**src/rtl/mwm_pkg.sv**
```systemverilog
package mwm_pkg;

  localparam int FRACTION_BITS_DEF = 8;

  localparam int AXES       = 3;
  localparam int WHEELS     = 4;
  localparam int QUOT_BITS  = 7;
  localparam int CFG_IDX_W  = 3;
  localparam int CFG_DATA_W = 9;

  // queue depths, powers of two
  localparam int MID_DEPTH = 4;
  localparam int OUT_DEPTH = 2;

  localparam logic [6:0] DEAD_BAND_RST    = 7'd10;
  localparam logic [8:0] FORWARD_GAIN_RST = 9'd205;
  localparam logic [8:0] STRAFE_GAIN_RST  = 9'd205;
  localparam logic [8:0] ROTATE_GAIN_RST  = 9'd154;
  localparam logic [6:0] POWER_LIMIT_RST  = 7'd127;

  typedef enum logic [CFG_IDX_W-1:0] {
    REG_DEAD_BAND    = 3'd0,
    REG_FORWARD_GAIN = 3'd1,
    REG_STRAFE_GAIN  = 3'd2,
    REG_ROTATE_GAIN  = 3'd3,
    REG_POWER_LIMIT  = 3'd4
  } cfg_reg_t;

  typedef struct packed {
    logic [6:0] dead_band;
    logic [8:0] forward_gain;
    logic [8:0] strafe_gain;
    logic [8:0] rotate_gain;
    logic [6:0] power_limit;
  } cfg_t;

  typedef struct packed {
    logic signed [7:0] wheel_fl;
    logic signed [7:0] wheel_fr;
    logic signed [7:0] wheel_rl;
    logic signed [7:0] wheel_rr;
    logic              was_scaled;
  } result_t;

  typedef enum logic [1:0] {
    BK_IDLE = 2'd0,
    BK_DIV  = 2'd1,
    BK_PUSH = 2'd2
  } back_state_t;

  // shaped axis, signed
  function automatic int axis_w(int fb);
    return fb + 9;
  endfunction

  // mixed wheel power, signed
  function automatic int pow_w(int fb);
    return fb + 11;
  endfunction

  // wheel power magnitude, unsigned
  function automatic int mag_w(int fb);
    return fb + 10;
  endfunction

  // magnitude times power limit
  function automatic int div_w(int fb);
    return mag_w(fb) + 7;
  endfunction

  // queue entry: halt, scaled, max magnitude, four powers
  function automatic int mid_w(int fb);
    return 2 + mag_w(fb) + WHEELS * pow_w(fb);
  endfunction

endpackage

```
**src/rtl/mwm_fifo.sv**
```systemverilog
module mwm_fifo #(
  parameter int WIDTH = 8,
  parameter int DEPTH = 2
) (
  input  logic                           clk,
  input  logic                           rst_n,
  input  logic                           push,
  input  logic [WIDTH-1:0]               wr_data,
  output logic                           full,
  input  logic                           pop,
  output logic [WIDTH-1:0]               rd_data,
  output logic                           empty,
  output logic [$clog2(DEPTH+1)-1:0]     count
);

  localparam int PTR_W = $clog2(DEPTH);
  localparam int CNT_W = $clog2(DEPTH + 1);

  logic [WIDTH-1:0] slot_r [DEPTH];
  logic [PTR_W-1:0] wr_ptr_r;
  logic [PTR_W-1:0] rd_ptr_r;
  logic [CNT_W-1:0] count_r;
  logic             do_push;
  logic             do_pop;

  assign full    = (count_r == CNT_W'(DEPTH));
  assign empty   = (count_r == '0);
  assign count   = count_r;
  assign rd_data = slot_r[rd_ptr_r];
  assign do_push = push && !full;
  assign do_pop  = pop && !empty;

  always_ff @(posedge clk) begin
    if (!rst_n) begin
      wr_ptr_r <= '0;
      rd_ptr_r <= '0;
      count_r  <= '0;
    end else begin
      if (do_push) wr_ptr_r <= wr_ptr_r + 1'b1;
      if (do_pop)  rd_ptr_r <= rd_ptr_r + 1'b1;
      count_r <= count_r + CNT_W'(do_push) - CNT_W'(do_pop);
    end
  end

  always_ff @(posedge clk) begin
    if (do_push) slot_r[wr_ptr_r] <= wr_data;
  end

endmodule

```
**src/rtl/mwm_front.sv**
```systemverilog
module mwm_front #(
  parameter int FRACTION_BITS = mwm_pkg::FRACTION_BITS_DEF
) (
  input  logic                                        clk,
  input  logic                                        rst_n,
  input  logic                                        in_valid,
  input  logic signed [7:0]                           forward_axis,
  input  logic signed [7:0]                           strafe_axis,
  input  logic signed [7:0]                           rotate_axis,
  input  logic                                        halt,
  input  mwm_pkg::cfg_t                               cfg,
  output logic                                        out_valid,
  output logic [mwm_pkg::mid_w(FRACTION_BITS)-1:0]    out_data,
  output logic [1:0]                                  in_flight
);

  localparam int FB  = FRACTION_BITS;
  localparam int AXW = mwm_pkg::axis_w(FB);
  localparam int PW  = mwm_pkg::pow_w(FB);
  localparam int MW  = mwm_pkg::mag_w(FB);

  logic signed [7:0]     axis_raw  [mwm_pkg::AXES];
  logic [8:0]            axis_gain [mwm_pkg::AXES];
  logic signed [AXW-1:0] axis_q    [mwm_pkg::AXES];

  logic                  v1_r;
  logic                  halt1_r;
  logic signed [AXW-1:0] ax1_r [mwm_pkg::AXES];

  logic signed [PW-1:0]  p_nxt  [mwm_pkg::WHEELS];
  logic [MW-1:0]         mg_nxt [mwm_pkg::WHEELS];

  logic                  v2_r;
  logic                  halt2_r;
  logic signed [PW-1:0]  p2_r  [mwm_pkg::WHEELS];
  logic [MW-1:0]         mg2_r [mwm_pkg::WHEELS];

  logic [MW-1:0]         max_a;
  logic [MW-1:0]         max_b;
  logic [MW-1:0]         max_m;
  logic                  scaled;

  assign axis_raw[0]  = forward_axis;
  assign axis_raw[1]  = strafe_axis;
  assign axis_raw[2]  = rotate_axis;
  assign axis_gain[0] = cfg.forward_gain;
  assign axis_gain[1] = cfg.strafe_gain;
  assign axis_gain[2] = cfg.rotate_gain;

  // stage 1: dead band, gain, move to the working fraction width
  for (genvar g = 0; g < mwm_pkg::AXES; g++) begin : g_axis
    logic [8:0]         amag;
    logic signed [7:0]  az;
    logic signed [17:0] prod;

    assign amag = axis_raw[g][7] ? (9'd0 - {1'b1, axis_raw[g]}) : {1'b0, axis_raw[g]};
    assign az   = (amag < {2'b00, cfg.dead_band}) ? '0 : axis_raw[g];
    assign prod = az * $signed({1'b0, axis_gain[g]});

    if (FB >= 8) begin : g_up
      assign axis_q[g] = AXW'(prod) <<< (FB - 8);
    end else begin : g_dn
      localparam int SH = 8 - FB;
      logic signed [17:0] bias;
      logic signed [17:0] biased;
      // round toward zero before the arithmetic shift
      assign bias      = prod[17] ? 18'((1 << SH) - 1) : '0;
      assign biased    = prod + bias;
      assign axis_q[g] = AXW'(biased >>> SH);
    end
  end

  always_ff @(posedge clk) begin
    if (!rst_n) v1_r <= 1'b0;
    else        v1_r <= in_valid;
  end

  always_ff @(posedge clk) begin
    if (in_valid) begin
      halt1_r <= halt;
      ax1_r   <= axis_q;
    end
  end

  // stage 2: mecanum mix and magnitudes
  always_comb begin
    p_nxt[0] = PW'(ax1_r[0]) + PW'(ax1_r[1]) + PW'(ax1_r[2]);
    p_nxt[1] = PW'(ax1_r[0]) - PW'(ax1_r[1]) - PW'(ax1_r[2]);
    p_nxt[2] = PW'(ax1_r[0]) - PW'(ax1_r[1]) + PW'(ax1_r[2]);
    p_nxt[3] = PW'(ax1_r[0]) + PW'(ax1_r[1]) - PW'(ax1_r[2]);
    for (int i = 0; i < mwm_pkg::WHEELS; i++) begin
      mg_nxt[i] = p_nxt[i][PW-1] ? MW'(-p_nxt[i]) : MW'(p_nxt[i]);
    end
  end

  always_ff @(posedge clk) begin
    if (!rst_n) v2_r <= 1'b0;
    else        v2_r <= v1_r;
  end

  always_ff @(posedge clk) begin
    if (v1_r) begin
      halt2_r <= halt1_r;
      p2_r    <= p_nxt;
      mg2_r   <= mg_nxt;
    end
  end

  // largest magnitude and the normalize decision
  assign max_a  = (mg2_r[0] > mg2_r[1]) ? mg2_r[0] : mg2_r[1];
  assign max_b  = (mg2_r[2] > mg2_r[3]) ? mg2_r[2] : mg2_r[3];
  assign max_m  = (max_a > max_b) ? max_a : max_b;
  assign scaled = !halt2_r && (max_m > MW'({cfg.power_limit, {FB{1'b0}}}));

  assign out_valid = v2_r;
  assign out_data  = {halt2_r, scaled, max_m, p2_r[0], p2_r[1], p2_r[2], p2_r[3]};
  assign in_flight = {1'b0, v1_r} + {1'b0, v2_r};

endmodule

```
**src/rtl/mwm_back.sv**
```systemverilog
module mwm_back #(
  parameter int FRACTION_BITS = mwm_pkg::FRACTION_BITS_DEF
) (
  input  logic                                        clk,
  input  logic                                        rst_n,
  input  logic                                        mid_empty,
  input  logic [mwm_pkg::mid_w(FRACTION_BITS)-1:0]    mid_data,
  output logic                                        mid_pop,
  input  logic [6:0]                                  power_limit,
  input  logic                                        res_full,
  output logic                                        res_push,
  output mwm_pkg::result_t                            res
);

  localparam int FB   = FRACTION_BITS;
  localparam int PW   = mwm_pkg::pow_w(FB);
  localparam int MW   = mwm_pkg::mag_w(FB);
  localparam int DW   = mwm_pkg::div_w(FB);
  localparam int MIDW = mwm_pkg::mid_w(FB);
  localparam int QB   = mwm_pkg::QUOT_BITS;
  localparam int SW   = $clog2(QB);

  mwm_pkg::back_state_t state_r, state_nxt;

  logic                 e_halt;
  logic                 e_scaled;
  logic [MW-1:0]        e_max;
  logic signed [PW-1:0] e_p [mwm_pkg::WHEELS];

  logic [DW-1:0]        dvd_nxt [mwm_pkg::WHEELS];
  logic [7:0]           trunc_w [mwm_pkg::WHEELS];
  logic [7:0]           div_w   [mwm_pkg::WHEELS];
  logic                 ge      [mwm_pkg::WHEELS];

  logic [DW-1:0]        rem_r  [mwm_pkg::WHEELS];
  logic [QB-1:0]        quot_r [mwm_pkg::WHEELS];
  logic                 neg_r  [mwm_pkg::WHEELS];
  logic [DW-1:0]        dsh_r;
  logic [SW-1:0]        step_r;

  logic                 load;
  logic                 step;
  mwm_pkg::result_t     res_trunc;
  mwm_pkg::result_t     res_div;

  assign e_halt   = mid_data[MIDW-1];
  assign e_scaled = mid_data[MIDW-2];
  assign e_max    = mid_data[MIDW-3 -: MW];

  for (genvar i = 0; i < mwm_pkg::WHEELS; i++) begin : g_lane
    logic [MW-1:0]        amag;
    logic signed [PW-1:0] bias;
    logic signed [PW-1:0] tsum;
    logic signed [PW-1:0] tshift;

    assign e_p[i] = $signed(mid_data[(mwm_pkg::WHEELS-1-i)*PW +: PW]);

    // in range: divide by 2^FB toward zero
    assign bias       = e_p[i][PW-1] ? PW'((1 << FB) - 1) : '0;
    assign tsum       = e_p[i] + bias;
    assign tshift     = tsum >>> FB;
    assign trunc_w[i] = tshift[7:0];

    // normalize: |p| * limit / max, one quotient bit per step
    assign amag       = e_p[i][PW-1] ? MW'(-e_p[i]) : MW'(e_p[i]);
    assign dvd_nxt[i] = DW'(amag) * DW'(power_limit);
    assign ge[i]      = (rem_r[i] >= dsh_r);
    assign div_w[i]   = neg_r[i] ? (8'd0 - {1'b0, quot_r[i]}) : {1'b0, quot_r[i]};

    always_ff @(posedge clk) begin
      if (load) begin
        rem_r[i]  <= dvd_nxt[i];
        quot_r[i] <= '0;
        neg_r[i]  <= e_p[i][PW-1];
      end else if (step) begin
        if (ge[i]) rem_r[i] <= rem_r[i] - dsh_r;
        quot_r[i] <= {quot_r[i][QB-2:0], ge[i]};
      end
    end
  end

  assign res_trunc.wheel_fl   = trunc_w[0];
  assign res_trunc.wheel_fr   = trunc_w[1];
  assign res_trunc.wheel_rl   = trunc_w[2];
  assign res_trunc.wheel_rr   = trunc_w[3];
  assign res_trunc.was_scaled = 1'b0;

  assign res_div.wheel_fl   = div_w[0];
  assign res_div.wheel_fr   = div_w[1];
  assign res_div.wheel_rl   = div_w[2];
  assign res_div.wheel_rr   = div_w[3];
  assign res_div.was_scaled = 1'b1;

  always_ff @(posedge clk) begin
    if (load) begin
      dsh_r  <= DW'(e_max) << (QB - 1);
      step_r <= SW'(QB - 1);
    end else if (step) begin
      dsh_r  <= dsh_r >> 1;
      step_r <= step_r - 1'b1;
    end
  end

  always_ff @(posedge clk) begin
    if (!rst_n) state_r <= mwm_pkg::BK_IDLE;
    else        state_r <= state_nxt;
  end

  always_comb begin
    state_nxt = state_r;
    mid_pop   = 1'b0;
    res_push  = 1'b0;
    res       = '0;
    load      = 1'b0;
    step      = 1'b0;
    unique case (state_r)
      mwm_pkg::BK_IDLE: begin
        if (!mid_empty) begin
          if (e_halt) begin
            if (!res_full) begin
              mid_pop  = 1'b1;
              res_push = 1'b1;
            end
          end else if (!e_scaled) begin
            res = res_trunc;
            if (!res_full) begin
              mid_pop  = 1'b1;
              res_push = 1'b1;
            end
          end else begin
            mid_pop   = 1'b1;
            load      = 1'b1;
            state_nxt = mwm_pkg::BK_DIV;
          end
        end
      end
      mwm_pkg::BK_DIV: begin
        step = 1'b1;
        if (step_r == '0) state_nxt = mwm_pkg::BK_PUSH;
      end
      mwm_pkg::BK_PUSH: begin
        res = res_div;
        if (!res_full) begin
          res_push  = 1'b1;
          state_nxt = mwm_pkg::BK_IDLE;
        end
      end
      default: state_nxt = mwm_pkg::BK_IDLE;
    endcase
  end

endmodule

```
**src/rtl/mecanum_wheel_mixer.sv**
```systemverilog
// Channel | Direction | Handshake         | Payload
// input   | in        | in_push / in_full | in_forward_axis, in_strafe_axis, in_rotate_axis,
//         |           |                   | in_halt
// result  | out       | out_empty/out_pop | out_front_left_out, out_front_right_out,
//         |           |                   | out_rear_left_out, out_rear_right_out, out_was_scaled
// config  | in        | cfg_we            | cfg_index, cfg_data
//
// One item can be taken every cycle while in_full is low; the front end is a two-stage pipeline
// into a 4-entry queue. Halted and in-range items leave the back end at one per cycle while the
// result queue has room; a normalized item holds the shared four-lane divider through load,
// 7 quotient steps and push, and the back end takes no new item until that result is pushed.
// Reset is synchronous: config registers return to defaults, both queues empty.
// in_full rises when the queue plus in-flight front stages would overflow; a stalled
// result queue backs up through the divider into the middle queue.
module mecanum_wheel_mixer #(
  parameter int FRACTION_BITS = mwm_pkg::FRACTION_BITS_DEF
) (
  input  logic                              clk,
  input  logic                              rst_n,
  input  logic                              in_push,
  output logic                              in_full,
  input  logic signed [7:0]                 in_forward_axis,
  input  logic signed [7:0]                 in_strafe_axis,
  input  logic signed [7:0]                 in_rotate_axis,
  input  logic                              in_halt,
  output logic                              out_empty,
  input  logic                              out_pop,
  output logic signed [7:0]                 out_front_left_out,
  output logic signed [7:0]                 out_front_right_out,
  output logic signed [7:0]                 out_rear_left_out,
  output logic signed [7:0]                 out_rear_right_out,
  output logic                              out_was_scaled,
  input  logic                              cfg_we,
  input  logic [mwm_pkg::CFG_IDX_W-1:0]     cfg_index,
  input  logic [mwm_pkg::CFG_DATA_W-1:0]    cfg_data
);

  localparam int MIDW   = mwm_pkg::mid_w(FRACTION_BITS);
  localparam int RESW   = $bits(mwm_pkg::result_t);
  localparam int MCW    = $clog2(mwm_pkg::MID_DEPTH + 1);
  localparam int OCW    = $clog2(mwm_pkg::OUT_DEPTH + 1);

  mwm_pkg::cfg_t    cfg_r;
  logic             in_xfer;
  logic             mid_push;
  logic [MIDW-1:0]  mid_wdata;
  logic [MIDW-1:0]  mid_rdata;
  logic             mid_full;
  logic             mid_empty;
  logic             mid_pop;
  logic [MCW-1:0]   mid_cnt;
  logic [1:0]       in_flight;
  logic [MCW:0]     occupancy;
  logic             res_push;
  logic             res_full;
  mwm_pkg::result_t res;
  mwm_pkg::result_t head;
  logic [OCW-1:0]   out_cnt;

  always_ff @(posedge clk) begin
    if (!rst_n) begin
      cfg_r.dead_band    <= mwm_pkg::DEAD_BAND_RST;
      cfg_r.forward_gain <= mwm_pkg::FORWARD_GAIN_RST;
      cfg_r.strafe_gain  <= mwm_pkg::STRAFE_GAIN_RST;
      cfg_r.rotate_gain  <= mwm_pkg::ROTATE_GAIN_RST;
      cfg_r.power_limit  <= mwm_pkg::POWER_LIMIT_RST;
    end else if (cfg_we) begin
      unique case (mwm_pkg::cfg_reg_t'(cfg_index))
        mwm_pkg::REG_DEAD_BAND:    cfg_r.dead_band    <= cfg_data[6:0];
        mwm_pkg::REG_FORWARD_GAIN: cfg_r.forward_gain <= cfg_data;
        mwm_pkg::REG_STRAFE_GAIN:  cfg_r.strafe_gain  <= cfg_data;
        mwm_pkg::REG_ROTATE_GAIN:  cfg_r.rotate_gain  <= cfg_data;
        mwm_pkg::REG_POWER_LIMIT:  cfg_r.power_limit  <= cfg_data[6:0];
        default: ;
      endcase
    end
  end

  // credit check: the front pipeline never stalls, so reserve room for its contents
  assign occupancy = (MCW+1)'(mid_cnt) + (MCW+1)'(in_flight);
  assign in_full   = (occupancy >= (MCW+1)'(mwm_pkg::MID_DEPTH));
  assign in_xfer   = in_push && !in_full;

  mwm_front #(
    .FRACTION_BITS(FRACTION_BITS)
  ) u_front (
    .clk          (clk),
    .rst_n        (rst_n),
    .in_valid     (in_xfer),
    .forward_axis (in_forward_axis),
    .strafe_axis  (in_strafe_axis),
    .rotate_axis  (in_rotate_axis),
    .halt         (in_halt),
    .cfg          (cfg_r),
    .out_valid    (mid_push),
    .out_data     (mid_wdata),
    .in_flight    (in_flight)
  );

  mwm_fifo #(
    .WIDTH(MIDW),
    .DEPTH(mwm_pkg::MID_DEPTH)
  ) u_mid_q (
    .clk     (clk),
    .rst_n   (rst_n),
    .push    (mid_push),
    .wr_data (mid_wdata),
    .full    (mid_full),
    .pop     (mid_pop),
    .rd_data (mid_rdata),
    .empty   (mid_empty),
    .count   (mid_cnt)
  );

  mwm_back #(
    .FRACTION_BITS(FRACTION_BITS)
  ) u_back (
    .clk         (clk),
    .rst_n       (rst_n),
    .mid_empty   (mid_empty),
    .mid_data    (mid_rdata),
    .mid_pop     (mid_pop),
    .power_limit (cfg_r.power_limit),
    .res_full    (res_full),
    .res_push    (res_push),
    .res         (res)
  );

  mwm_fifo #(
    .WIDTH(RESW),
    .DEPTH(mwm_pkg::OUT_DEPTH)
  ) u_out_q (
    .clk     (clk),
    .rst_n   (rst_n),
    .push    (res_push),
    .wr_data (res),
    .full    (res_full),
    .pop     (out_pop),
    .rd_data (head),
    .empty   (out_empty),
    .count   (out_cnt)
  );

  assign out_front_left_out  = head.wheel_fl;
  assign out_front_right_out = head.wheel_fr;
  assign out_rear_left_out   = head.wheel_rl;
  assign out_rear_right_out  = head.wheel_rr;
  assign out_was_scaled      = head.was_scaled;

  // front pipeline must never push into a full middle queue
  a_mid_no_overflow: assert property (@(posedge clk) disable iff (!rst_n)
    mid_push |-> !mid_full)
    else $error("middle queue overflow");

  // back end only pushes a result when the result queue has room
  a_res_room: assert property (@(posedge clk) disable iff (!rst_n)
    res_push |-> (out_cnt < OCW'(mwm_pkg::OUT_DEPTH)))
    else $error("result pushed into full queue");

  // the back end only pops the middle queue while it holds data
  a_pop_routed: assert property (@(posedge clk) disable iff (!rst_n)
    mid_pop |-> !mid_empty)
    else $error("middle queue pop without data");

  a_reset_clean: assert property (@(posedge clk)
    !rst_n |=> (out_empty && !in_full))
    else $error("queues not empty after reset");

endmodule

```
**config.mk**
```make
export PLATFORM = sky130hd
export DESIGN_NAME = mecanum_wheel_mixer
export DESIGN_NICKNAME = d
export VERILOG_FILES = /design/src/rtl/mwm_pkg.sv /design/src/rtl/mwm_fifo.sv /design/src/rtl/mwm_front.sv /design/src/rtl/mwm_back.sv /design/src/rtl/mecanum_wheel_mixer.sv
export SDC_FILE = /design/constraint.sdc
export NUM_CORES = 2
export LEC_CHECK = 0
export BUFFER_PORTS_ARGS = -buffer_cell sky130_fd_sc_hd__buf_2
export CORE_MARGIN = 3
export CORE_UTILIZATION = 59
export CTS_CLUSTER_DIAMETER = 60
export DETAILED_ROUTE_END_ITERATION = 10
export PLACE_DENSITY = 0.75
export SLEW_MARGIN = 20
export SYNTH_ARGS = -nofsm -noshare
export SYNTH_HDL_FRONTEND = slang
export SYNTH_SLANG_ARGS = --single-unit
```
**constraint.sdc**
```tcl
create_clock -name clk -period 8.6 [get_ports clk]
set_input_delay 0.86 -clock clk [delete_from_list [all_inputs] [get_ports clk]]
set_output_delay 0.86 -clock clk [all_outputs]
set_load 0.005 [all_outputs]
```
==> impl_metrics.json <==
{
  "outcome": "completed",
  "cp_common_cell": "fa_1",
  "async_flop_share_pct": 0,
  "ys_types": 91,
  "nNetsFinal": 7792,
  "design.die.area_sq_um": 122500,
  "dpl.hpwl_mm": 135.7,
  "ys.flop_type": "edfxtp_1",
  "critPathRequiredTime_ps": 9050,
  "cp.depth": 24,
  "synth_nets": 7755,
  "port_buffers": 76,
  "synthesis.instances": 6623,
  "start_kind": "flip-flop",
  "cts_buffer_depth": 3,
  "critical_path_arrival_ps": 8400,
  "fin_crit_ps": 7947,
  "critPathMaxFanout": 55,
  "final_common_cell": "inv_1",
  "drt_iter0_drc": 4287,
  "antenna_found_initial": 1,
  "rsz0062_at_grt": "no",
  "wl_mm": 181.9,
  "ys_warn_count": 0,
  "fmax_mhz": 125.8,
  "ios": 77,
  "grt_pass1_vias": 50310,
  "initial_core_util_pct": 59.76,
  "reg2regPathDepth": 24,
  "r2r-end": "u_back.rem_r[2][23]",
  "cp_slowest_cell": "mux4_2",
  "overflow": 0,
  "path_buf_inv": 2,
  "drt.antenna.violating_nets": 0,
  "yosysSeqAreaShare_pct": 36.23,
  "max_slew_margin_pct": 21.34,
  "critPathCaptureType": "flip-flop",
  "regToRegSetupSlack_ps": 650,
  "tightest_slew_ps": 1179,
  "synth_top_cells_by_area": "edfxtp_1, fa_1, ha_1",
  "drtPass1Iterations": 7,
  "die_h_microns": 350.0,
  "final_layout_size_suffix_gt1_share_pct": 8.168,
  "grt_max_degree": 76,
  "syn-mean-instance-area_sq_um": 10.54,
  "place_congestion": 0.9455,
  "maxCapViolations": 0,
  "syn_area_sq_um": 69820,
  "routedWlPerCell_microns": 21.99,
  "critPathTopFamily": "adder cells",
  "path_cells": "buf_12 -> mux4_2 -> nor4_1 -> nand2b_1 -> nor4_2 -> nor2b_1 -> xnor2_2 -> nand2b_1 -> fa_1 -> inv_1 -> fa_1 -> fa_1 -> fa_1 -> ha_1 -> nand3_1 -> nor2_1 -> a221oi_1 -> o21ai_0 -> a21oi_1 -> o21ai_0 -> a41o_1 -> o41ai_1 -> xnor2_1 -> mux2i_1",
  "finalClockSkew_ps": 24.52,
  "drc_errors": 0,
  "hold_path_depth": 1,
  "die_width_microns": 350.0,
  "via_per_inst": 6.030,
  "hold_buffers": 0,
  "cts_tree": "built",
  "yosysTopAreaCell": "edfxtp_1",
  "cts_num_sinks": 865,
  "hold_violations": 0,
  "grt_pass1_wl_mm": 283.0,
  "final_cell_mix": "inv_1, edfxtp_1, ha_1",
  "cts-root-buf": "clkbuf_16",
  "critPathKind": "reg2reg",
  "via_count": 49870,
  "slew_viol_final": 0,
  "setup_violations": 0,
  "setup.worst_path.end": "u_back.rem_r[2][23]",
  "hp-class": "in2reg",
  "cts_htree_levels": 3,
  "cpPeakStageDelay_ps": 630,
  "ys_ff_latch": 865,
  "synth_top_area_share_pct": 34.28,
  "num_rows": 125,
  "final.period_utilization_pct": 92.40,
  "fin_setup_tns_ps": 0,
  "fillers": 8935,
  "synth_edf_count": 797,
  "clk_pin_slew_worst_paths_ps": 60,
  "insertion_delay_ps": 710,
  "grt_usage_pct": 29.91,
  "syn_to_final_growth_pct": 7.960,
  "core_area_sq_um": 116800,
  "cts_buffers": 100
}
cells in the mapped netlist (84+ instances only):
cell	instances
fa_1	456
o21ai_0	260
mux4_2	95
nand2b_1	88
nor2_1	407
a21o_1	94
xnor2_1	301
nand3_1	84
edfxtp_1	797
inv_1	815
a21oi_1	273
nand2_1	618
clkbuf_1	180
and3_1	185
ha_1	634
and2_1	167
xor2_1	177
nor3_1	97
cell families (layout without fill, tap and decap cells):
family,Yosys count,after routing,synth area share (%)
and+or+nand+nor,1911,1911,13.30
adders and majority gates,1090,1090,24.44
buffers and inverters,1032,1155,5.656
AOI/OAI and AO/OA,1027,1027,9.430
DFF,865,865,36.23
xor gates and xnor gates,479,479,6.020
muxes,219,219,4.935
other,0,1,0
worst min path at each step:
stage                    startpoint              end  slack (ps)
floorplan           u_front.halt1_r  u_front.halt2_r         400
global placement    u_front.halt1_r  u_front.halt2_r         400
detailed placement  u_front.halt1_r  u_front.halt2_r         430
CTS                         in_halt  u_front.halt1_r         300
global route                in_halt  u_front.halt1_r         310
finish                      in_halt  u_front.halt1_r         360
per-layer routing:
layer  vias up  share of wire (%)  global-route usage [%]
li1      23000                  -                       -
met1     24590                 40                   38.21
met2      1845                 48                   49.46
met3       440                6.6                   4.324
met4         2                6.3                   16.12
met5         -             0.0060                       0
final cells by class:
class / instances / area, sq um / share of cell area (%)
Tap cell: 1524 / 1907 / 2.530
Clock buffer: 123 / 2681 / 3.557
Sequential cell: 865 / 25310 / 33.58
Multi-Input combinational cell: 4726 / 40690 / 53.98
Antenna cell: 1 / 2.502 / 0.003320
Inverter: 817 / 3067 / 4.068
Clock inverter: 65 / 744.5 / 0.9877
Timing Repair Buffer: 150 / 973.4 / 1.291
registers in the layout, indices dropped and copies added (netlist names), named ones only:
signal	count
u_out_q.slot_r	66
u_back.state_r	2
u_front.out_data	73
u_back.neg_r	4
u_front.mg2_r	71
u_out_q.count	2
u_back.dsh_r	24
u_front.out_valid	1
u_mid_q.count	3
u_front.halt1_r	1
u_front.ax1_r	51
u_front.v1_r	1
u_back.rem_r	100
u_back.step_r	3
u_back.quot_r	28
u_out_q.wr_ptr_r	1
cfg_r	41
u_out_q.rd_ptr_r	1
u_mid_q.slot_r	384
u_mid_q.rd_ptr_r	2
u_mid_q.wr_ptr_r	2
u_front.halt2_r	1
repair_timing:
item / CTS / global route
buffers inserted: 0 / 0
endpoints found under the setup margin: 0 / 4
gates resized for setup: 0 / 5
endpoints found under the hold margin: 0 / 0
per-stage QoR:
stage | setup WS, ps | hold slack [ps] | utilization (%) | cell area, sq um | std cells
6_report | 653.2 | 357.3 | 64.52 | 75380 | 8271
3_3_place_gp | 651.1 | 404.8 | 61.55 | 71910 | 8082
5_1_grt | 25.64 | 314.8 | 64.52 | 75370 | 8270
4_1_cts | 651.1 | 297.9 | 64.49 | 75340 | 8270
3_5_place_dp | 497.3 | 433.9 | 61.55 | 71910 | 8082
2_1_floorplan | 1137 | 400.3 | - | 69820 | 6623
Power is not shown: default switching activity piles up to over one toggle a cycle in this logic, so the estimate is an artifact.
